===== src/rtl/nps_pkg.sv =====
// Shared constants and command/status types for the nearest point selector.
`default_nettype none

package nps_pkg;

   localparam int MAX_SINKS = 64;
   localparam int COORD_W   = 16;
   localparam int IDX_W     = $clog2(MAX_SINKS);
   localparam int CNT_W     = 7;
   localparam int SLOT_W    = 6;
   localparam int ABS_W     = COORD_W;
   localparam int SQ_W      = 2 * COORD_W;
   localparam int DIST_W    = 2 * COORD_W + 2;
   localparam int ENTRY_W   = 3 * COORD_W;

   localparam logic OP_LOAD   = 1'b0;
   localparam logic OP_LOCATE = 1'b1;

   // controller -> datapath
   typedef struct packed {
      logic             mem_we;
      logic             src_load;
      logic             issue;
      logic [IDX_W-1:0] addr;
      logic             out_load;
   } nps_cmd_type;

   // datapath -> controller
   typedef struct packed {
      logic pipe_busy;
   } nps_status_type;

endpackage

`default_nettype wire


===== src/rtl/nps_datapath.sv =====
// Sink table, distance pipeline, running minimum and result register.
`default_nettype none

module nps_datapath
   import nps_pkg::*;
(
   input  wire logic                       clock,
   input  wire logic                       reset,
   input  wire nps_cmd_type                cmd,
   output      nps_status_type             status,
   input  wire logic        [SLOT_W-1:0]   slot,
   input  wire logic signed [COORD_W-1:0]  pos_x,
   input  wire logic signed [COORD_W-1:0]  pos_y,
   input  wire logic signed [COORD_W-1:0]  pos_z,
   output      logic        [IDX_W-1:0]    nearest
);

   function automatic logic [ABS_W-1:0] abs_diff(input logic signed [COORD_W-1:0] a,
                                                 input logic signed [COORD_W-1:0] b);
      logic signed [COORD_W:0] d;
      logic        [COORD_W:0] m;
      d = {a[COORD_W-1], a} - {b[COORD_W-1], b};
      m = d[COORD_W] ? (~d + 1'b1) : d;
      return m[ABS_W-1:0];
   endfunction

   logic [ENTRY_W-1:0] mem [MAX_SINKS];

   logic signed [COORD_W-1:0] src_x_ff, src_y_ff, src_z_ff;
   logic [ENTRY_W-1:0]        rd_ff;
   logic [ABS_W-1:0]          abs_x_ff, abs_y_ff, abs_z_ff;
   logic [SQ_W-1:0]           sq_x_ff, sq_y_ff, sq_z_ff;
   logic [DIST_W-1:0]         sum_ff;
   logic [DIST_W-1:0]         best_dist_ff;
   logic [IDX_W-1:0]          best_idx_ff;
   logic [IDX_W-1:0]          idx1_ff, idx2_ff, idx3_ff, idx4_ff;
   logic [3:0]                v_ff, v_in;
   logic [IDX_W-1:0]          nearest_ff;
   logic                      take_best;

   // table write port and registered read port
   always_ff @(posedge clock) begin
      if (cmd.mem_we) begin
         mem[slot[IDX_W-1:0]] <= {pos_x, pos_y, pos_z};
      end
      rd_ff <= mem[cmd.addr];
   end

   always_ff @(posedge clock) begin
      if (cmd.src_load) begin
         src_x_ff <= pos_x;
         src_y_ff <= pos_y;
         src_z_ff <= pos_z;
      end
   end

   assign v_in = {v_ff[2:0], cmd.issue};

   always_ff @(posedge clock) begin
      if (reset) begin
         v_ff <= '0;
      end else begin
         v_ff <= v_in;
      end
   end

   // stage 2: absolute differences, stage 3: squares, stage 4: sum
   always_ff @(posedge clock) begin
      idx1_ff  <= cmd.addr;
      abs_x_ff <= abs_diff(src_x_ff, rd_ff[3*COORD_W-1:2*COORD_W]);
      abs_y_ff <= abs_diff(src_y_ff, rd_ff[2*COORD_W-1:COORD_W]);
      abs_z_ff <= abs_diff(src_z_ff, rd_ff[COORD_W-1:0]);
      idx2_ff  <= idx1_ff;
      sq_x_ff  <= abs_x_ff * abs_x_ff;
      sq_y_ff  <= abs_y_ff * abs_y_ff;
      sq_z_ff  <= abs_z_ff * abs_z_ff;
      idx3_ff  <= idx2_ff;
      sum_ff   <= DIST_W'(sq_x_ff) + DIST_W'(sq_y_ff) + DIST_W'(sq_z_ff);
      idx4_ff  <= idx3_ff;
   end

   // strict compare keeps the lowest index on ties; index zero seeds the search
   assign take_best = v_ff[3] && ((idx4_ff == '0) || (sum_ff < best_dist_ff));

   always_ff @(posedge clock) begin
      if (take_best) begin
         best_dist_ff <= sum_ff;
         best_idx_ff  <= idx4_ff;
      end
      if (cmd.out_load) begin
         nearest_ff <= best_idx_ff;
      end
   end

   assign status.pipe_busy = |v_ff;
   assign nearest          = nearest_ff;

endmodule

`default_nettype wire


===== src/rtl/nps_ctrl.sv =====
// Control state machine: handshakes, sink count register and scan sequencing.
`default_nettype none

module nps_ctrl
   import nps_pkg::*;
(
   input  wire logic              clock,
   input  wire logic              reset,
   input  wire logic              req_valid,
   output      logic              req_stall,
   input  wire logic              req_opcode,
   output      logic              rsp_valid,
   input  wire logic              rsp_stall,
   input  wire logic              csr_write_en,
   input  wire logic [CNT_W-1:0]  csr_write_data,
   output      nps_cmd_type       cmd,
   input  wire nps_status_type    status
);

   typedef enum logic [3:0] {
      ST_IDLE   = 4'b0001,
      ST_SCAN   = 4'b0010,
      ST_DRAIN  = 4'b0100,
      ST_FINISH = 4'b1000
   } state_type;

   state_type        state_ff, state_in;
   logic [IDX_W-1:0] addr_ff, addr_in;
   logic [CNT_W-1:0] count_ff;
   logic [IDX_W-1:0] last_idx;
   logic             rsp_valid_ff, rsp_valid_in;

   // zero behaves as one, anything above the table size saturates
   always_comb begin
      if (count_ff == '0) begin
         last_idx = '0;
      end else if (count_ff > CNT_W'(MAX_SINKS)) begin
         last_idx = IDX_W'(MAX_SINKS - 1);
      end else begin
         last_idx = IDX_W'(count_ff - 1'b1);
      end
   end

   always_comb begin
      state_in     = state_ff;
      addr_in      = addr_ff;
      cmd          = '0;
      cmd.addr     = addr_ff;
      unique case (state_ff)
         ST_IDLE: begin
            if (req_valid) begin
               if (req_opcode == OP_LOCATE) begin
                  cmd.src_load = 1'b1;
                  addr_in      = '0;
                  state_in     = ST_SCAN;
               end else begin
                  cmd.mem_we = 1'b1;
               end
            end
         end
         ST_SCAN: begin
            cmd.issue = 1'b1;
            if (addr_ff == last_idx) begin
               state_in = ST_DRAIN;
            end else begin
               addr_in = addr_ff + 1'b1;
            end
         end
         ST_DRAIN: begin
            if (!status.pipe_busy) begin
               state_in = ST_FINISH;
            end
         end
         ST_FINISH: begin
            if (!rsp_valid_ff || !rsp_stall) begin
               cmd.out_load = 1'b1;
               state_in     = ST_IDLE;
            end
         end
         default: begin
            state_in = ST_IDLE;
         end
      endcase
   end

   assign rsp_valid_in = cmd.out_load | (rsp_valid_ff & rsp_stall);

   always_ff @(posedge clock) begin
      if (reset) begin
         state_ff     <= ST_IDLE;
         addr_ff      <= '0;
         count_ff     <= CNT_W'(1);
         rsp_valid_ff <= 1'b0;
      end else begin
         state_ff     <= state_in;
         addr_ff      <= addr_in;
         rsp_valid_ff <= rsp_valid_in;
         if (csr_write_en) begin
            count_ff <= csr_write_data;
         end
      end
   end

   assign req_stall = (state_ff != ST_IDLE);
   assign rsp_valid = rsp_valid_ff;

endmodule

`default_nettype wire


===== src/rtl/nearest_point_selector_3d_unit.sv =====
// Top level of the nearest point selector: controller plus datapath.
// Load beat: written to the sink table at the accepting edge, no result.
// Locate beat: occupies the unit while it scans and drains (count clamped to 1..64);
//   the single table read port feeds one sink per cycle into a 4-stage distance pipe.
// Result leaves through an output register; a new beat is taken while it waits.
// Reset: synchronous, active high; clears control, active_sinks = 1, table undefined.
`default_nettype none

module nearest_point_selector_3d_unit
   import nps_pkg::*;
(
   input  wire logic                       clock,
   input  wire logic                       reset,
   // request channel
   input  wire logic                       req_valid,
   output      logic                       req_stall,
   input  wire logic                       req_opcode,
   input  wire logic        [SLOT_W-1:0]   req_sink_slot,
   input  wire logic signed [COORD_W-1:0]  req_pos_x,
   input  wire logic signed [COORD_W-1:0]  req_pos_y,
   input  wire logic signed [COORD_W-1:0]  req_pos_z,
   // response channel
   output      logic                       rsp_valid,
   input  wire logic                       rsp_stall,
   output      logic        [IDX_W-1:0]    rsp_nearest_sink,
   // active sink count register
   input  wire logic                       csr_write_en,
   input  wire logic        [CNT_W-1:0]    csr_write_data
);

   nps_cmd_type    cmd;
   nps_status_type status;

   // sequencing: IDLE takes a beat, SCAN walks the table, DRAIN empties the pipe,
   // FINISH moves the winner into the output register once it is free
   nps_ctrl u_ctrl (
      .clock          (clock),
      .reset          (reset),
      .req_valid      (req_valid),
      .req_stall      (req_stall),
      .req_opcode     (req_opcode),
      .rsp_valid      (rsp_valid),
      .rsp_stall      (rsp_stall),
      .csr_write_en   (csr_write_en),
      .csr_write_data (csr_write_data),
      .cmd            (cmd),
      .status         (status)
   );

   // table read -> |dx| -> dx^2 -> sum -> running minimum (strict, lowest index wins)
   nps_datapath u_datapath (
      .clock   (clock),
      .reset   (reset),
      .cmd     (cmd),
      .status  (status),
      .slot    (req_sink_slot),
      .pos_x   (req_pos_x),
      .pos_y   (req_pos_y),
      .pos_z   (req_pos_z),
      .nearest (rsp_nearest_sink)
   );

endmodule

`default_nettype wire

===== config.mk =====
export PLATFORM = sky130hd
export DESIGN_NAME = nearest_point_selector_3d_unit
export DESIGN_NICKNAME = d
export VERILOG_FILES = /design/src/rtl/nps_pkg.sv /design/src/rtl/nps_datapath.sv /design/src/rtl/nps_ctrl.sv /design/src/rtl/nearest_point_selector_3d_unit.sv
export SDC_FILE = /design/constraint.sdc
export NUM_CORES = 2
export LEC_CHECK = 0
export ABC_AREA = 1
export BUFFER_PORTS_ARGS = -buffer_cell sky130_fd_sc_hd__buf_2
export CORE_AREA = 2 2 803 805
export DETAILED_ROUTE_END_ITERATION = 7
export DIE_AREA = 0 0 805 807
export GPL_ROUTABILITY_DRIVEN = 0
export PLACE_DENSITY = 0.43
export REMOVE_ABC_BUFFERS = 1
export SETUP_SLACK_MARGIN = 0.1
export SYNTH_ARGS = -nofsm -noshare
export SYNTH_HDL_FRONTEND = slang
export SYNTH_HIERARCHICAL = 1
export SYNTH_SLANG_ARGS = --single-unit

===== constraint.sdc =====
create_clock -name clock -period 7.25 [get_ports clock]
set_input_delay 0 -clock clock [delete_from_list [all_inputs] [get_ports clock]]
set_output_delay 0 -clock clock [all_outputs]
set_load 0.03 [all_outputs]

## Yosys cells after proc, flatten, opt, wreduce, memory -nomap -nowiden

Memory sizes are Yosys's and may differ from the RTL's. A register that Yosys moved wholly into a read port is not among the register bits.
Cells that the tools add are included.

| storage, ports and cells | value |
|---|---|
| register bits | 318 |
| memories kept | 1 |
| output and inout bits | 8 |
| logic and storage cells | 90 |
| RAM bits | 3,072 |
| input port bits | 67 |

Memories:

| memory | words | bits a word | read ports | clocked after memory_dff | wr ports | line | text |
|---|---|---|---|---|---|---|---|
| u_datapath.mem | 64 | 48 | 1 | 1 | 1 | nps_datapath.sv:27 | `logic [ENTRY_W-1:0] mem [MAX_SINKS];` |

| cells by class | value |
|---|---|
| reduce and logical (&&, ||, !) cells | 11 |
| add/sub/neg operators | 10 |
| magnitude comparators | 2 |
| multipliers | 3 |
| equal/unequal tests | 12 |
| bitwise logic cells | 5 |
| muxes and demuxes | 24 |

Operators by type and width:

| kind | count |
|---|---|
| $mul 16x16->32 | 3 |
| $sub 16x16->17 | 3 |
| $add 16x1->16 const B | 3 |
| $mux 16 | 3 |
| $not 16->16 | 3 |
| $add 34x32->34 | 1 |
| $lt 34x34->1 | 1 |
| $add 32x32->33 | 1 |
| $mux 6 | 5 |
| $mux 4 | 5 |
| $pmux 4 s4 | 1 |
| $pmux 6 s2 | 1 |
| $ne 2x2->1 const B | 4 |
| $gt 7x7->1 const B | 1 |
| $logic_not 7->1 | 1 |
| $mux 1 | 7 |
| $add 6x1->6 const B | 1 |
| $eq 6x6->1 | 1 |
| $logic_not 6->1 | 1 |
| $sub 6x1->6 const B | 1 |
| $reduce_and 5->1 | 1 |
| $eq 4x1->1 const B | 1 |
| $eq 4x2->1 const B | 1 |
| $eq 4x3->1 const B | 1 |
| other kinds (12) | 16 |

## Depth between registers and ports, before layout

| logic depth | value |
|---|---|
| depth after elaboration | 6 |
| depth in mapped cells | 28 |
| mapped depth without buffers | 28 |

## By module

The synthesis kept the hierarchy.

Modules (own cells, without submodules):

| module | cells each | times used | area an instance (um^2) | sequential area each (um^2) |
|---|---|---|---|---|
| nps_datapath | 13,733 | 1 | 158,497.0 | 100,096.0 |
| nps_ctrl | 177 | 1 | 1,141.1 | 360.3 |

## Least setup slack after synthesis

Ideal clock, no wire load.

| path | value |
|---|---|
| path kind | register to register |
| start point | reg u_ctrl.state_ff[3] |
| end point | mem u_datapath/mem[48][0] (netlist bit) (enable) |
| required time | 6.676 ns |
| cell stages (with the launch flop) | 9 |
| setup time | 0.574 ns |
| clock period less this slack | 6.686 ns |
| data arrival time | 6.112 ns |
| setup slack | 0.564 ns |
| path buffers | 1 |
| cell sequence | dfxtp_1 nor2_1 inv_1 nor3_1 inv_1 nor3_1 clkbuf_1 nand4_1 nor4_1 |

RTL lines:

| item | line | text |
|---|---|---|
| start, declared | nps_ctrl.sv:27 | `state_type state_ff, state_in;` |
| start signal, assigned | nps_ctrl.sv:95 | `state_ff <= state_in;` |
| end, declared | nps_datapath.sv:27 |  |

## Worst setup path in the final report

| path | value |
|---|---|
| start point | reg u_datapath.abs_z_ff[9] |
| end point | reg u_datapath.sq_z_ff[24] |

| between the ends | value |
|---|---|
| word-level cells in the longest chain between the ends | 1 |

RTL lines:

| item | line | text |
|---|---|---|
| start, declared | nps_datapath.sv:31 | `logic [ABS_W-1:0] abs_x_ff, abs_y_ff, abs_z_ff;` |
| start signal, assigned | nps_datapath.sv:72 | `abs_z_ff <= abs_diff(src_z_ff, rd_ff[COORD_W-1:0]);` |
| $mul 16x16->32 | nps_datapath.sv:76 | `sq_z_ff <= abs_z_ff * abs_z_ff;` |
| end signal, assigned | nps_datapath.sv:76 |  |
| end, declared | nps_datapath.sv:32 | `logic [SQ_W-1:0] sq_x_ff, sq_y_ff, sq_z_ff;` |

Every way passes these cells.
A chain may end at the register's enable or synchronous reset.

==> flow_metrics.tcl <==
set metrics [dict create \
    start_util 0.249 \
    max-clock-path-buffers 4 \
    ys.flop_type "edfxtp_1" \
    post_drt_wl_per_cell_um 23.7 \
    grt.met1_usage 0.217 \
    ys_ff_latch 3435 \
    crit_path_max_incr_delay_ns 0.58 \
    async_flop_share 0 \
    cp-startpoint "u_datapath/abs_z_ff[9]" \
    cts_sinks 3435 \
    yosys.area.top_type "edfxtp_1" \
    pin_count 75 \
    place_area_sq_mm 0.170 \
    avgViaCountPerCell 4.73 \
    dp_hpwl_mm 313 \
    whs_path_depth 6 \
    min_from "req_valid" \
    path_cells "nand2_1 -> inv_1 -> fa_1 -> inv_1 -> fa_1 -> inv_1 -> fa_1 -> inv_1 -> fa_1 -> inv_1 -> fa_1 -> inv_1 -> fa_1 -> inv_1 -> ha_1 -> nand2_1 -> nor2_1 -> nand2_1 -> o21ai_0 -> a21boi_0 -> nor2_1 -> nor2_1 -> xnor2_1" \
    grt_usage 0.161 \
    hold_end "u_ctrl/state_ff[0]" \
    antenna_found_initial 34 \
    finClkSkew_ns 0.129 \
    area_growth_pct 15.0 \
    avgSynthCellArea_sq_um 11.5 \
    synth_area_sq_mm 0.160 \
    grt-busiest-layer "met2" \
    finalHoldViolations 0 \
    reg2reg_to "u_datapath/sq_z_ff[24]" \
    synth_edf_count 3166 \
    drtPass1Iterations 6 \
    worst-path-buf-inv 7 \
    synth_top_area_frac 0.596 \
    drcViolationCount 0 \
    crit_slowest_cell "dfxtp_1" \
    grt.overflow.total 0 \
    worstRegToRegCells 23 \
    grt_pass1_wl_mm 773 \
    die_w_um 805 \
    use_met2 0.276 \
    dp_cells 21911 \
    synthDistinctLibCells 52 \
    min_period_ns 6.21 \
    synthCells 13910 \
    cts.repair.resized 0 \
    synth.top_cells.by_count "3166 x edfxtp_1, 2198 x nor2_1, 1825 x o21ai_0, 1349 x nand2_1, 1242 x inv_1" \
    worstMarginPinSlew_ns 1.23 \
    crit_top_cell "inv_1" \
    use_met3 0.0177 \
    slew_violations 0 \
    hp-class "in2reg" \
    worstPathArrival_ns 7.06 \
    fmax_mhz 161 \
    cp-start-kind "register" \
    grt_max_degree 174 \
    drtAntennaViolNets 0 \
    path_class "reg2reg" \
    post-route-util 0.287 \
    endpoint_kind "register" \
    cts_root_buffer "clkbuf_16" \
    setup_ws_ns 1.04 \
    pre_cts_slack_ns 1.02 \
    drt_iter0_markers 9352 \
    ys_seq_area_frac 0.629 \
    cts_inserted_buffers 383 \
    rows 294 \
    wl_mm 538 \
    ys.warnings.count 6 \
    htreeDepth 5 \
    r2r_setup_slack_ns 1.04 \
    critPathTopFamily "adder cells" \
    layoutNonFillerInstCount 22704 \
    nets 14965 \
    run_status "finished, final reports clean" \
    maxCapViolCount 0 \
    path_max_fanout 16 \
    final-setup-viol-count 0 \
    drive_above_1_share 0.0673 \
    layout_worst_path_cycle_share 0.857 \
    die_area_sq_mm 0.650 \
    cts.reportedPaths.clkPinSlew_ns 0.07 \
    fin_area_sq_mm 0.184 \
    required_ns 8.09 \
    die_y_um 807 \
    port_buffers 74 \
    grt_pass1_vias 105867 \
    cts_tree "yes" \
    core_sq_mm 0.640 \
    synth.area.top_cells "edfxtp_1 60%, fa_1 6.1%, o21ai_0 5.7%, nor2_1 5.2%, o22ai_1 3.6%" \
    yosysMostFrequentCell "edfxtp_1" \
    maxSlewHeadroom 0.183 \
    reg2reg_from "u_datapath/abs_z_ff[9]" \
    clock_latency_ns 1.04 \
    rsz0062_at_grt "no" \
    routed-via-count 107335 \
]
==> layout by cell type (no fill, tap or decap), types with 48 or more instances in the layout <==
cell and instances:
xor2_1 140, xnor2_1 72, o21ai_0 1825, o22ai_1 912, nor2_1 2142, nor3_1 49
edfxtp_1 3166, clkinv_1 83, nand2_1 1349, clkbuf_1 85, buf_12 64, dlygate4sd3_1 93
fa_1 490, nand4_1 48, nand3_1 236, ha_1 455, dfxtp_1 263, buf_2 74
nor2_4 57, clkbuf_16 387, inv_1 1238, clkinv_2 51, o21ai_1 234, a21oi_1 273
buf_4 197
==> tightest hold or removal path: cells and delay by family <==
family | cells | cell delay [ns]
compound gates | 2 | 0.25
buf+inv | 3 | 0.77
simple gates | 1 | 0.08
==> state kept, by name (all words and copies together), names as in the netlist, 4 cells and up <==
name	flops
u_datapath/mem	3072
u_datapath/nearest	6
u_ctrl/count_ff	7
u_datapath/src_z_ff	16
u_datapath/abs_x_ff	16
u_datapath/src_y_ff	16
u_datapath/best_dist_ff	34
u_datapath/idx1_ff	6
u_datapath/rd_ff	48
u_ctrl/addr_ff	6
u_datapath/v_ff	4
u_datapath/sq_y_ff	31
u_datapath/sum_ff	34
u_datapath/idx4_ff	6
u_datapath/abs_y_ff	16
u_ctrl/state_ff	4
u_datapath/idx2_ff	6
u_datapath/abs_z_ff	16
u_datapath/sq_x_ff	31
u_datapath/best_idx_ff	6
u_datapath/src_x_ff	16
u_datapath/idx3_ff	6
u_datapath/sq_z_ff	31
==> cell families after synthesis <==
kind of cell | after synthesis | synth area share
and+or+nand+nor | 3928 | 0.0962
DFF | 3435 | 0.629
AOI/OAI and AO/OA | 3375 | 0.115
buffers and inverters | 2014 | 0.0507
adders and majority gates | 945 | 0.0971
xor gates and xnor gates | 213 | 0.0117
==> layout make-up <==
class	count	area [sq um]
antenna	8	20.0
clock buffer	499	10400
clock inverter	193	1800
fill	66028	456000
inverter	1244	4720
multi-input combinational	8461	51600
sequential	3435	100000
tap	8436	10600
timing repair buffer	428	4060
==> stage by stage <==
stage,setup TNS (ns),hold slack [ns]
3_5_place_dp,0,0.238
6_report,0,0.147
5_1_grt,0,0.122
3_3_place_gp,0,0.226
2_1_floorplan,-3222.50,0.0691
4_1_cts,0,0.0249
==> layer usage <==
metal / vias to the layer above / wire, um
met3: 687 / 25600
met4: 4 / 13900
met5: - / 27
met1: 54987 / 239000
met2: 2817 / 260000
li1: 48840 / -
==> what timing repair did <==
| item | in CTS | in global routing |
|---|---|---|
| endpoints found under the hold margin | 3628 | 0 |
| buffers inserted | 0 | 0 |
| hold buffers | 93 | 0 |
==> how the worst max path moves through the flow <==
stage,end,slack [ns],depth (start not counted)
final,u_datapath/sq_z_ff[24],1.04,23
after global routing,u_datapath/sq_z_ff[24],0.78,23
after CTS,u_datapath/sq_z_ff[24],1.02,23
after detailed placement,u_datapath/sq_z_ff[24],1.02,23
after global placement,u_datapath/sq_z_ff[24],0.83,23
after floorplan,u_datapath/rd_ff[11],-63.26,8
Power is not shown: default switching activity piles up to over one toggle a cycle in this logic, so the estimate is an artifact.
